===== src/hdl/kmrd_pkg.sv =====
// shared types and constants for the key matrix row debouncer
package kmrd_pkg;

	localparam int ROW_W         = 2;
	localparam int COLS_W        = 11;
	localparam int HOLD_W        = 8;
	localparam int TOTAL_W       = 6;
	localparam int NUM_ROWS_DEF  = 4;
	localparam int NUM_COLS_DEF  = 11;

	localparam logic [HOLD_W-1:0]  HOLD_RESET  = 8'd3;
	localparam logic [TOTAL_W-1:0] PRESSED_MAX = 6'd63;

	typedef struct packed {
		logic [ROW_W-1:0]  row_index;
		logic [COLS_W-1:0] raw_columns;
	} in_t;

	typedef struct packed {
		logic [ROW_W-1:0]   row_out;
		logic [COLS_W-1:0]  stable_state;
		logic [COLS_W-1:0]  prior_state;
		logic [COLS_W-1:0]  changed_bits;
		logic [TOTAL_W-1:0] pressed_total;
	} out_t;

endpackage


===== src/hdl/key_matrix_row_debouncer_top.sv =====
// key matrix row debouncer: per-key hold-off counters and running pressed count
//
// Takes one scanned matrix row per request and returns one result per request,
// one row per clock cycle sustained unless out_stall holds the output, with the
// result registered after the input register. The input register feeds a single
// pass of per-column logic (counter test, state select, counter reload) whose
// outcome is written into the row's state and counters and into the output
// register at the same edge, so a scan of the same row in the next cycle
// already sees the update. The matrix-wide pressed count is a running total
// adjusted by each row's change, saturating at 63 on the output. Rows at or
// above NUM_ROWS change nothing and report zero row states. Column bits at or
// above NUM_COLS (or above bit 10) are ignored. The hold setting hold_q is written
// through cfg_we/cfg_data and resets to 3.
module key_matrix_row_debouncer_top #(
	parameter int NUM_ROWS = kmrd_pkg::NUM_ROWS_DEF,
	parameter int NUM_COLS = kmrd_pkg::NUM_COLS_DEF
) (
	input  logic                        clk,
	input  logic                        arst_n,
	input  logic                        in_valid,
	output logic                        in_stall,
	input  kmrd_pkg::in_t               in_data,
	output logic                        out_valid,
	input  logic                        out_stall,
	output kmrd_pkg::out_t              out_data,
	input  logic                        cfg_we,
	input  logic [kmrd_pkg::HOLD_W-1:0] cfg_data
);

	localparam int EFF_COLS = (NUM_COLS < kmrd_pkg::COLS_W) ? NUM_COLS : kmrd_pkg::COLS_W;
	localparam int MAX_KEYS = NUM_ROWS * EFF_COLS;
	localparam int CNT_W    = $clog2(MAX_KEYS + 1);
	localparam int SAT_W    = (CNT_W > kmrd_pkg::TOTAL_W) ? CNT_W : kmrd_pkg::TOTAL_W;

	logic [kmrd_pkg::HOLD_W-1:0] hold_q;
	logic                        valid_s1;
	kmrd_pkg::in_t               data_s1;
	logic                        out_valid_q;
	kmrd_pkg::out_t              out_q;
	logic [CNT_W-1:0]            total_q;

	logic [kmrd_pkg::HOLD_W-1:0] cnt_q [NUM_ROWS][EFF_COLS];
	logic [EFF_COLS-1:0]         state_q [NUM_ROWS];

	logic                        out_load;
	logic                        advance;
	logic [NUM_ROWS-1:0]         hit;
	logic                        in_range;
	logic [kmrd_pkg::HOLD_W-1:0] cnt_sel [EFF_COLS];
	logic [kmrd_pkg::HOLD_W-1:0] cnt_new [EFF_COLS];
	logic [EFF_COLS-1:0]         prior;
	logic [EFF_COLS-1:0]         open_cols;
	logic [EFF_COLS-1:0]         stable;
	logic [EFF_COLS-1:0]         changed;
	logic [CNT_W-1:0]            total_next;
	logic [SAT_W-1:0]            total_ext;
	kmrd_pkg::out_t              result;

	assign out_load  = !out_valid_q || !out_stall;
	assign in_stall  = valid_s1 && !out_load;
	assign advance   = valid_s1 && out_load;
	assign out_valid = out_valid_q;
	assign out_data  = out_q;

	// one-hot row select, rows past NUM_ROWS never hit
	always_comb begin
		for (int r = 0; r < NUM_ROWS; r++) begin
			hit[r] = (int'(data_s1.row_index) == r);
		end
		in_range = |hit;
	end

	always_comb begin
		prior = '0;
		for (int c = 0; c < EFF_COLS; c++) begin
			cnt_sel[c] = '0;
		end
		for (int r = 0; r < NUM_ROWS; r++) begin
			if (hit[r]) begin
				prior = prior | state_q[r];
				for (int c = 0; c < EFF_COLS; c++) begin
					cnt_sel[c] = cnt_sel[c] | cnt_q[r][c];
				end
			end
		end
	end

	always_comb begin
		for (int c = 0; c < EFF_COLS; c++) begin
			open_cols[c] = (cnt_sel[c] == '0);
		end
		stable  = (data_s1.raw_columns[EFF_COLS-1:0] & open_cols) | (prior & ~open_cols);
		changed = stable ^ prior;
		for (int c = 0; c < EFF_COLS; c++) begin
			if (changed[c]) begin
				cnt_new[c] = hold_q;
			end else if (open_cols[c]) begin
				cnt_new[c] = '0;
			end else begin
				cnt_new[c] = cnt_sel[c] - 1'b1;
			end
		end
	end

	// running total moves by the row's change in pressed keys
	always_comb begin
		if (in_range) begin
			total_next = total_q + CNT_W'($countones(stable)) - CNT_W'($countones(prior));
		end else begin
			total_next = total_q;
		end
		total_ext = SAT_W'(total_next);

		result.row_out      = data_s1.row_index;
		result.stable_state = in_range ? kmrd_pkg::COLS_W'(stable) : '0;
		result.prior_state  = in_range ? kmrd_pkg::COLS_W'(prior) : '0;
		result.changed_bits = in_range ? kmrd_pkg::COLS_W'(changed) : '0;
		if (total_ext > SAT_W'(kmrd_pkg::PRESSED_MAX)) begin
			result.pressed_total = kmrd_pkg::PRESSED_MAX;
		end else begin
			result.pressed_total = total_ext[kmrd_pkg::TOTAL_W-1:0];
		end
	end

	always_ff @(posedge clk or negedge arst_n) begin
		if (!arst_n) begin
			hold_q <= kmrd_pkg::HOLD_RESET;
		end else if (cfg_we) begin
			hold_q <= cfg_data;
		end
	end

	always_ff @(posedge clk or negedge arst_n) begin
		if (!arst_n) begin
			valid_s1 <= 1'b0;
		end else if (!in_stall) begin
			valid_s1 <= in_valid;
		end
	end

	always_ff @(posedge clk) begin
		if (!in_stall && in_valid) begin
			data_s1 <= in_data;
		end
	end

	always_ff @(posedge clk or negedge arst_n) begin
		if (!arst_n) begin
			out_valid_q <= 1'b0;
		end else if (out_load) begin
			out_valid_q <= valid_s1;
		end
	end

	always_ff @(posedge clk) begin
		if (advance) begin
			out_q <= result;
		end
	end

	always_ff @(posedge clk or negedge arst_n) begin
		if (!arst_n) begin
			total_q <= '0;
			for (int r = 0; r < NUM_ROWS; r++) begin
				state_q[r] <= '0;
				for (int c = 0; c < EFF_COLS; c++) begin
					cnt_q[r][c] <= '0;
				end
			end
		end else if (advance) begin
			total_q <= total_next;
			for (int r = 0; r < NUM_ROWS; r++) begin
				if (hit[r]) begin
					state_q[r] <= stable;
					for (int c = 0; c < EFF_COLS; c++) begin
						cnt_q[r][c] <= cnt_new[c];
					end
				end
			end
		end
	end

`ifndef SYNTH
	// running total can never pass the number of keys in the matrix
	a_total_bound: assert property (@(posedge clk) disable iff (!arst_n)
		total_q <= CNT_W'(MAX_KEYS))
		else $error("pressed total exceeds key count");

	// input side only stalls while a request sits in the input register
	a_stall_needs_item: assert property (@(posedge clk) disable iff (!arst_n)
		in_stall |-> valid_s1 && out_valid_q && out_stall)
		else $error("input stalled without a blocked request");

	// a result for an unknown row carries no row state
	a_bad_row_empty: assert property (@(posedge clk) disable iff (!arst_n)
		(advance && !in_range) |=> out_q.stable_state == '0 && out_q.prior_state == '0)
		else $error("out-of-range row reported state");

	// the reported changed bits always equal the xor of the stable and prior states
	a_change_consistent: assert property (@(posedge clk) disable iff (!arst_n)
		out_valid |-> out_data.changed_bits == (out_data.stable_state ^ out_data.prior_state))
		else $error("changed bits disagree with states");
`endif

endmodule


===== config.mk =====
export PLATFORM = sky130hd
export DESIGN_NAME = key_matrix_row_debouncer_top
export DESIGN_NICKNAME = d
export VERILOG_FILES = /design/src/hdl/kmrd_pkg.sv /design/src/hdl/key_matrix_row_debouncer_top.sv
export SDC_FILE = /design/constraint.sdc
export NUM_CORES = 1
export LEC_CHECK = 0
export ABC_AREA = 1
export BUFFER_PORTS_ARGS = -buffer_cell sky130_fd_sc_hd__clkbuf_2
export CAP_MARGIN = 30
export CORE_MARGIN = 3
export CORE_UTILIZATION = 60
export CTS_CLUSTER_DIAMETER = 200
export DETAILED_ROUTE_END_ITERATION = 8
export PLACE_DENSITY = 0.76
export SLEW_MARGIN = 15
export SYNTH_ARGS = -nofsm -noshare
export SYNTH_HDL_FRONTEND = slang
export SYNTH_SLANG_ARGS = --single-unit

===== constraint.sdc =====
create_clock -name clk -period 6.58 [get_ports clk]
set_clock_uncertainty 0.15 [all_clocks]
set_input_delay 1.974 -clock clk [delete_from_list [all_inputs] [get_ports clk]]
set_output_delay 1.974 -clock clk [all_outputs]
set_load 0.02 [all_outputs]

---- Yosys cells after proc, flatten, opt, wreduce, memory -nomap -nowiden ----
Cells that the tools add are included.
word-level totals
  bits in registers ....................... 466
  input port bits ......................... 26
  output and inout port bits .............. 43
  word-level logic and storage cells ...... 193
cells by class
  add/sub/neg operators ................... 33
  magnitude comparators ................... 1
  equal/unequal tests ..................... 3
  mux-type cells .......................... 31
  bitwise logic cells ..................... 41
  reduce and logical (&&, ||, !) cells .... 25
operator list
  cell                   count
  $mux W88               4
  $or A8 B8 Y8           33
  $mux W8                22
  $logic_not A8 Y1       11
  $sub A8 B1 Y8 const B  11
  $mux W11               4
  $or A11 B11 Y11        4
  $and A11 B11 Y11       2
  $add A1 B1 Y2          10
  $add A2 B2 Y3          4
  $not A11 Y11           1
  $xor A11 B11 Y11       1
  $add A4 B3 Y5          2
  $add A3 B3 Y4          2
  $reduce_and A2 Y1      4
  $add A2 B1 Y3          2
  $add A6 B5 Y6          1
  $gt A6 B6 Y1 const B   1
  $mux W6                1
  $sub A6 B5 Y6          1
  $eq A2 B2 Y1 const B   2
  $logic_not A1 Y1       4
  $reduce_or A4 Y1       1
  $logic_and A1 B1 Y1    3
  other kinds (3)        3

---- Logic depth before layout (Yosys ltp) ----
  depth in word-level cells ............... 20
  mapped depth ............................ 32
  gate-level depth less buffers ........... 29

---- Worst setup path before layout ----
No wires, ideal clock.
  kind .................................... reg2reg
  from .................................... register data_s1[11] in the netlist's numbering
  to ...................................... register out_q (netlist bit out_data[4]), data pin
  library setup time ...................... 0.270 ns
  arrival ................................. 5.555 ns
  required time ........................... 6.160 ns
  path slack .............................. 0.605 ns
  cell stages (with the launch flop) ...... 28
  buffers on the path ..................... 3
  clock period less this slack ............ 5.975 ns
  cells stage by stage .................... edfxtp_1 -> buf_6 -> inv_4 -> nor2_2 -> buf_6 -> buf_2 -> nand2_1 -> nand2_1 -> nor2_1 -> ha_1 -> nand2_1 -> nor2_4 -> nand2_2 -> nand2_1 -> nand2_1 -> fa_1 -> fa_1 -> fa_1 -> inv_1 -> fa_1 -> inv_1 -> fa_1 -> inv_1 -> ha_1 -> fa_1 -> a21oi_1 -> o21ai_0 -> xor2_1
between the ends
  word-level cells in the longest chain between the ends .. 20
  elaborated cells on any way between the ends .. 88
  classes of those cells .................. 22 x add/sub; 1 x order compare; 3 x eq/ne; 9 x mux; 40 x bitwise; 13 x reduce/logical
RTL lines
  element                              RTL line                             RTL
  from (decl)                          key_matrix_row_debouncer_top.sv:37   kmrd_pkg::in_t data_s1;
  from (signal assigned)               key_matrix_row_debouncer_top.sv:143  data_s1 <= in_data;
  $logic_not A2 Y1                     key_matrix_row_debouncer_top.sv:68   hit[r] = (int'(data_s1.row_index) == r);
  $mux W88                             key_matrix_row_debouncer_top.sv:79   if (hit[r]) begin
  $or A8 B8 Y8                         key_matrix_row_debouncer_top.sv:82   cnt_sel[c] = cnt_sel[c] | cnt_q[r][c];
  $mux W88                             key_matrix_row_debouncer_top.sv:79
  $or A8 B8 Y8                         key_matrix_row_debouncer_top.sv:82
  $mux W88                             key_matrix_row_debouncer_top.sv:79
  $or A8 B8 Y8                         key_matrix_row_debouncer_top.sv:82
  $mux W88                             key_matrix_row_debouncer_top.sv:79
  [4 not listed]                       n/a
  $add A1 B1 Y2 (not written as such)  key_matrix_row_debouncer_top.sv:108  total_next = total_q + CNT_W'($countones(stable)) - CNT_W'($countones(prior));
  $add A2 B2 Y3 (not written as such)  key_matrix_row_debouncer_top.sv:108
  $add A3 B3 Y4 (not written as such)  key_matrix_row_debouncer_top.sv:108
  $add A4 B3 Y5 (not written as such)  key_matrix_row_debouncer_top.sv:108
  $add A6 B5 Y6                        key_matrix_row_debouncer_top.sv:108
  $sub A6 B5 Y6                        key_matrix_row_debouncer_top.sv:108
  $mux W6 (*)                          key_matrix_row_debouncer_top.sv:107  if (in_range) begin
  $gt A6 B6 Y1                         key_matrix_row_debouncer_top.sv:118  if (total_ext > SAT_W'(kmrd_pkg::PRESSED_MAX)) begin
  to (signal assigned)                 key_matrix_row_debouncer_top.sv:157  out_q <= result;
  to (decl)                            key_matrix_row_debouncer_top.sv:39   kmrd_pkg::out_t out_q;
Mark *: on every way between the ends. The rest lies on a longest branch, timed or not.
A chain may end at the register's enable or synchronous reset.

---- Worst setup path after layout ----
  from .................................... register data_s1[12] in the netlist's numbering
  to ...................................... register out_q (netlist bit out_data[4]), data pin
Same word-level chain as after synthesis.

==> flow_summary.html <==
<table>
<tr><th>Metric</th><th>Value</th></tr>
<tr><th colspan="2">Run status</th></tr>
<tr><td>Result of the run</td><td>finished, final reports clean</td></tr>
<tr><th colspan="2">Clock tree</th></tr>
<tr><td>CTS HTree Levels</td><td>2</td></tr>
<tr><td>TritonCTS clock tree</td><td>done</td></tr>
<tr><td>Root Buffer</td><td>clkbuf_16</td></tr>
<tr><td>Clock latency on the worst-skew pair</td><td>around 0.60 ns</td></tr>
<tr><td>Maximum buffer depth of the clock tree</td><td>3</td></tr>
<tr><td>Number of buffers created by CTS</td><td>49</td></tr>
<tr><td>Worst-path clk slew</td><td>0.06 ns</td></tr>
<tr><td>Sink Count</td><td>466</td></tr>
<tr><td>Hold-fix buffers at CTS</td><td>0</td></tr>
<tr><th colspan="2">Global routing</th></tr>
<tr><td>Antenna violations before repair</td><td>0</td></tr>
<tr><td>Overall global routing resource usage</td><td>33.2%</td></tr>
<tr><td>First-pass GRT wire length</td><td>117 mm</td></tr>
<tr><td>Largest net degree at the start of global routing</td><td>125</td></tr>
<tr><td>Number of global-route vias before repair</td><td>between 20000 and 25000</td></tr>
<tr><td>Remaining Overflow, GRT</td><td>0</td></tr>
<tr><th colspan="2">Critical path</th></tr>
<tr><td>Slack of the worst reg-to-reg path</td><td>between 0.15 and 0.2 ns</td></tr>
<tr><td>Cell seen most often among critical-path stages</td><td>fa_1</td></tr>
<tr><td>Required time of the critical path</td><td>6.76 ns</td></tr>
<tr><td>Largest delay contributor family on the critical path</td><td>adder cells</td></tr>
<tr><td>Cell depth of the worst flop-to-flop path</td><td>24</td></tr>
<tr><td>Category of the most critical setup path</td><td>flip-flop to flip-flop</td></tr>
<tr><td>Arr. time, crit path</td><td>6.59 ns</td></tr>
<tr><td>Worst path bufs/invs</td><td>6</td></tr>
<tr><td>Endpoint kind of the worst setup timing path</td><td>flip-flop</td></tr>
<tr><td>Reg-to-Reg End</td><td>out_data[4]</td></tr>
<tr><td>Max Fanout on Critical Path</td><td>between 60 and 70</td></tr>
<tr><td>Critical Path Start Type</td><td>flip-flop</td></tr>
<tr><td>CP max stage cell</td><td>fa_1</td></tr>
<tr><td>Largest stage delay, worst path</td><td>roughly 0.56 ns</td></tr>
<tr><td>Start of the worst register-to-register path</td><td>data_s1[12]</td></tr>
<tr><td>Critical path cell sequence</td><td>buf_6 &gt; inv_4 &gt; buf_12 &gt; nand3_1 &gt; nand2_1 &gt; nor2_1 &gt; nand2_1 &gt; nor2_4 &gt; nand2_2 &gt; nand2_1 &gt; o21ai_4 &gt; fa_1 &gt; fa_1 &gt; fa_1 &gt; inv_1 &gt; fa_1 &gt; inv_1 &gt; fa_1 &gt; inv_1 &gt; ha_1 &gt; fa_1 &gt; a21oi_1 &gt; o21ai_0 &gt; xor2_1</td></tr>
<tr><th colspan="2">STA</th></tr>
<tr><td>Setup-failing EPs final</td><td>0</td></tr>
<tr><td>Max_slew headroom</td><td>31.0%</td></tr>
<tr><td>Final number of max-transition violations</td><td>0</td></tr>
<tr><td>Actual slew at the worst max-slew pin</td><td>1.03 ns</td></tr>
<tr><td>Final clock period utilization by the worst path</td><td>97.4%</td></tr>
<tr><td>FMAX</td><td>156 MHz</td></tr>
<tr><td>Final Critical Period</td><td>about 6.4 ns</td></tr>
<tr><td>Fin. Hold Viols</td><td>0</td></tr>
<tr><td>Final worst slack</td><td>about 0.17 ns</td></tr>
<tr><td>Hold_ws</td><td>0.330 ns</td></tr>
<tr><th colspan="2">Routing</th></tr>
<tr><td>Overall routed net length</td><td>72.6 mm</td></tr>
<tr><td>Vias after detailed routing</td><td>22094</td></tr>
<tr><td>Total DRC errors in the routed layout</td><td>0</td></tr>
<tr><td>Average routed wire per standard cell</td><td>18.7 µm</td></tr>
<tr><td>Pre-Repair DR Iteration Count</td><td>8</td></tr>
<tr><td>Via density per instance</td><td>around 5.7</td></tr>
<tr><td>ANT nets after route</td><td>0</td></tr>
<tr><td>Initial DRC Count</td><td>2341</td></tr>
<tr><th colspan="2">Die</th></tr>
<tr><td>Width of the die</td><td>209 µm</td></tr>
<tr><td>Die ar.</td><td>about 44000 µm²</td></tr>
<tr><td>Row cnt</td><td>73</td></tr>
<tr><td>Area of the placeable core</td><td>40300 µm²</td></tr>
<tr><td>Starting density of the core</td><td>between 60% and 70%</td></tr>
<tr><td>Die span in y</td><td>209 µm</td></tr>
<tr><td>Number of primary I/O pins</td><td>69</td></tr>
<tr><th colspan="2">Synthesis</th></tr>
<tr><td>Post-synthesis average cell area</td><td>approximately 7.6 µm²</td></tr>
<tr><td>Library cells used by synthesis</td><td>36</td></tr>
<tr><td>Syn nets</td><td>3343</td></tr>
<tr><td>Number of flops mapped to enable cells by yosys</td><td>54</td></tr>
<tr><td>Area of the mapped netlist</td><td>24800 µm²</td></tr>
<tr><td>Cells after synthesis</td><td>~3300</td></tr>
<tr><td>Sequential element share of the synthesized area</td><td>48.2%</td></tr>
<tr><td>Total number of yosys warnings</td><td>0</td></tr>
<tr><td>Register bit count reported by yosys</td><td>around 470</td></tr>
<tr><td>Prevailing post-synth register cell</td><td>dfrtp_1</td></tr>
<tr><td>Async S/R FF share, synth</td><td>88.4%</td></tr>
<tr><th colspan="2">Power and ir drop</th></tr>
<tr><td>Standby leakage power</td><td>roughly 15 nW</td></tr>
<tr><td>Pwr dens</td><td>between 600 and 700 nW/µm²</td></tr>
<tr><td>Peak supply drop</td><td>0.00111 V</td></tr>
<tr><th colspan="2">Place</th></tr>
<tr><td>Placer Congestion</td><td>roughly 0.90</td></tr>
<tr><td>Port bufs</td><td>68</td></tr>
<tr><td>Detail Placement HPWL</td><td>44.8 mm</td></tr>
<tr><td>Placed instance area</td><td>25600 µm²</td></tr>
<tr><td>Count of placed standard cells including taps</td><td>3774</td></tr>
<tr><td>Post-place setup slack</td><td>0.0331 ns</td></tr>
<tr><th colspan="2">Finish</th></tr>
<tr><td>Count of non-filler cells in the finished layout</td><td>approximately 3900</td></tr>
<tr><td>Final instance area</td><td>~28000 µm²</td></tr>
<tr><td>Layout overhead on the synthesized area</td><td>11.2%</td></tr>
<tr><td>Count of antenna diodes in the layout</td><td>0</td></tr>
<tr><td>Share of layout cells above drive strength 1</td><td>14.6%</td></tr>
<tr><td>Count of nets after finishing</td><td>3382</td></tr>
<tr><td>Leading cell types in the layout, fill and taps excluded</td><td>1744 x nand2_1, 410 x dfrtp_1, 256 x nand3_1</td></tr>
<tr><td>Leading cell type in the layout, fill and taps excluded</td><td>nand2_1</td></tr>
<tr><th colspan="2">Worst hold path</th></tr>
<tr><td>Hold Crit Class</td><td>flip-flop to flip-flop</td></tr>
<tr><td>Cells on Worst Hold Path</td><td>2</td></tr>
<tr><td>Hold path start</td><td>cnt_q[43]</td></tr>
<tr><td>End point of the most critical hold path</td><td>cnt_q[43]</td></tr>
<tr><th colspan="2">Job</th></tr>
<tr><td>Number of max-cap violations</td><td>0</td></tr>
</table>
[cells by family (layout without fill, tap and decap cells)]
| logic type | count (synthesis) | in the layout | synth area share, % |
|---|---|---|---|
| DFF | 466 | 466 | 48.2 |
| muxes | 5 | 5 | 0.227 |
| xor gates and xnor gates | 18 | 18 | 0.637 |
| AOI/OAI and AO/OA | 107 | 107 | 2.29 |
| buffers and inverters | 304 | 381 | 5.87 |
| and+or+nand+nor | 2327 | 2329 | 39.9 |
| adders and majority gates | 45 | 45 | 2.82 |
[how the worst max path moves through the flow]
stage | start | endpoint | cells after the start
2_1_floorplan | data_s1[11] | out_data[4] | 27
3_3_place_gp | data_s1[11] | out_data[4] | 26
3_5_place_dp | data_s1[11] | out_data[4] | 23
4_1_cts | data_s1[11] | out_data[4] | 23
5_1_grt | data_s1[12] | out_data[4] | 24
6_report | data_s1[12] | out_data[4] | 24
[power breakdown]
part	switching [mW]	internal, mW
clock network	1.21	1.78
logic	5.83	3.20
registers	0.687	4.44
total	7.72	9.42
[layer usage]
metal  track usage [%]  routed length, µm  part of all wire, %  up-vias
met3              5.24               6870                  9.5      218
met4              15.3               3320                  4.6        0
met1              44.4              28600                   39    10529
li1                  -                  -                    -    10235
met5                 0                  0                    0        -
met2              53.6              33800                   47     1112
[through the flow]
stage          setup TNS (ns)  power (mW)  utilization [%]
2_1_floorplan               0        11.9                -
3_3_place_gp                0        13.6             63.1
3_5_place_dp                0        14.0             63.5
4_1_cts                     0        17.1             67.8
5_1_grt               -0.0144        18.6             68.3
6_report                    0        17.1             68.3
[synth_stat cells, drive strengths merged, types with 5 or more instances]
| cell type | number | area [µm²] |
|---|---|---|
| or2 | 9 | 56.3 |
| nand4 | 34 | 263 |
| xor2 | 5 | 43.8 |
| mux2 | 5 | 56.3 |
| xnor2 | 13 | 114 |
| inv | 147 | 557 |
| dfrtp | 410 | 10300 |
| a21oi | 5 | 25.0 |
| buf | 97 | 671 |
| nand3b | 8 | 60.1 |
| fa | 18 | 360 |
| edfxtp | 54 | 1620 |
| nand3 | 257 | 1290 |
| ha | 27 | 338 |
| clkbuf | 59 | 221 |
| nand2 | 1878 | 7420 |
| nor2 | 140 | 793 |
| o21ai | 98 | 517 |
[tightest hold or removal path, delay by kind of cell, from the launching register on]
| kind | cells | cell delay [ns] |
|---|---|---|
| simple gates | 2 | 0.10 |
| flops | 1 | 0.34 |
[what timing repair did]
item                       CTS  global route
setup endpoints to repair    0             6
gates resized for setup      0            27
buffers inserted             0             8
[cell type report]
cell class	instances	area [µm²]
fill	3287	12800
sequential	466	11900
multi-input combinational	2504	11500
clock buffer	67	1420
timing repair buffer	142	1130
tap	525	657
inverter	148	573
clock inverter	24	309
[registers in the layout, summed over array words and instances (netlist names)]
name,cells
out_data,41
out_valid,1
cnt_q,352
state_q,44
hold_q,8
total_q,6
data_s1,13
valid_s1,1
Power figures use the tool's default switching activity.
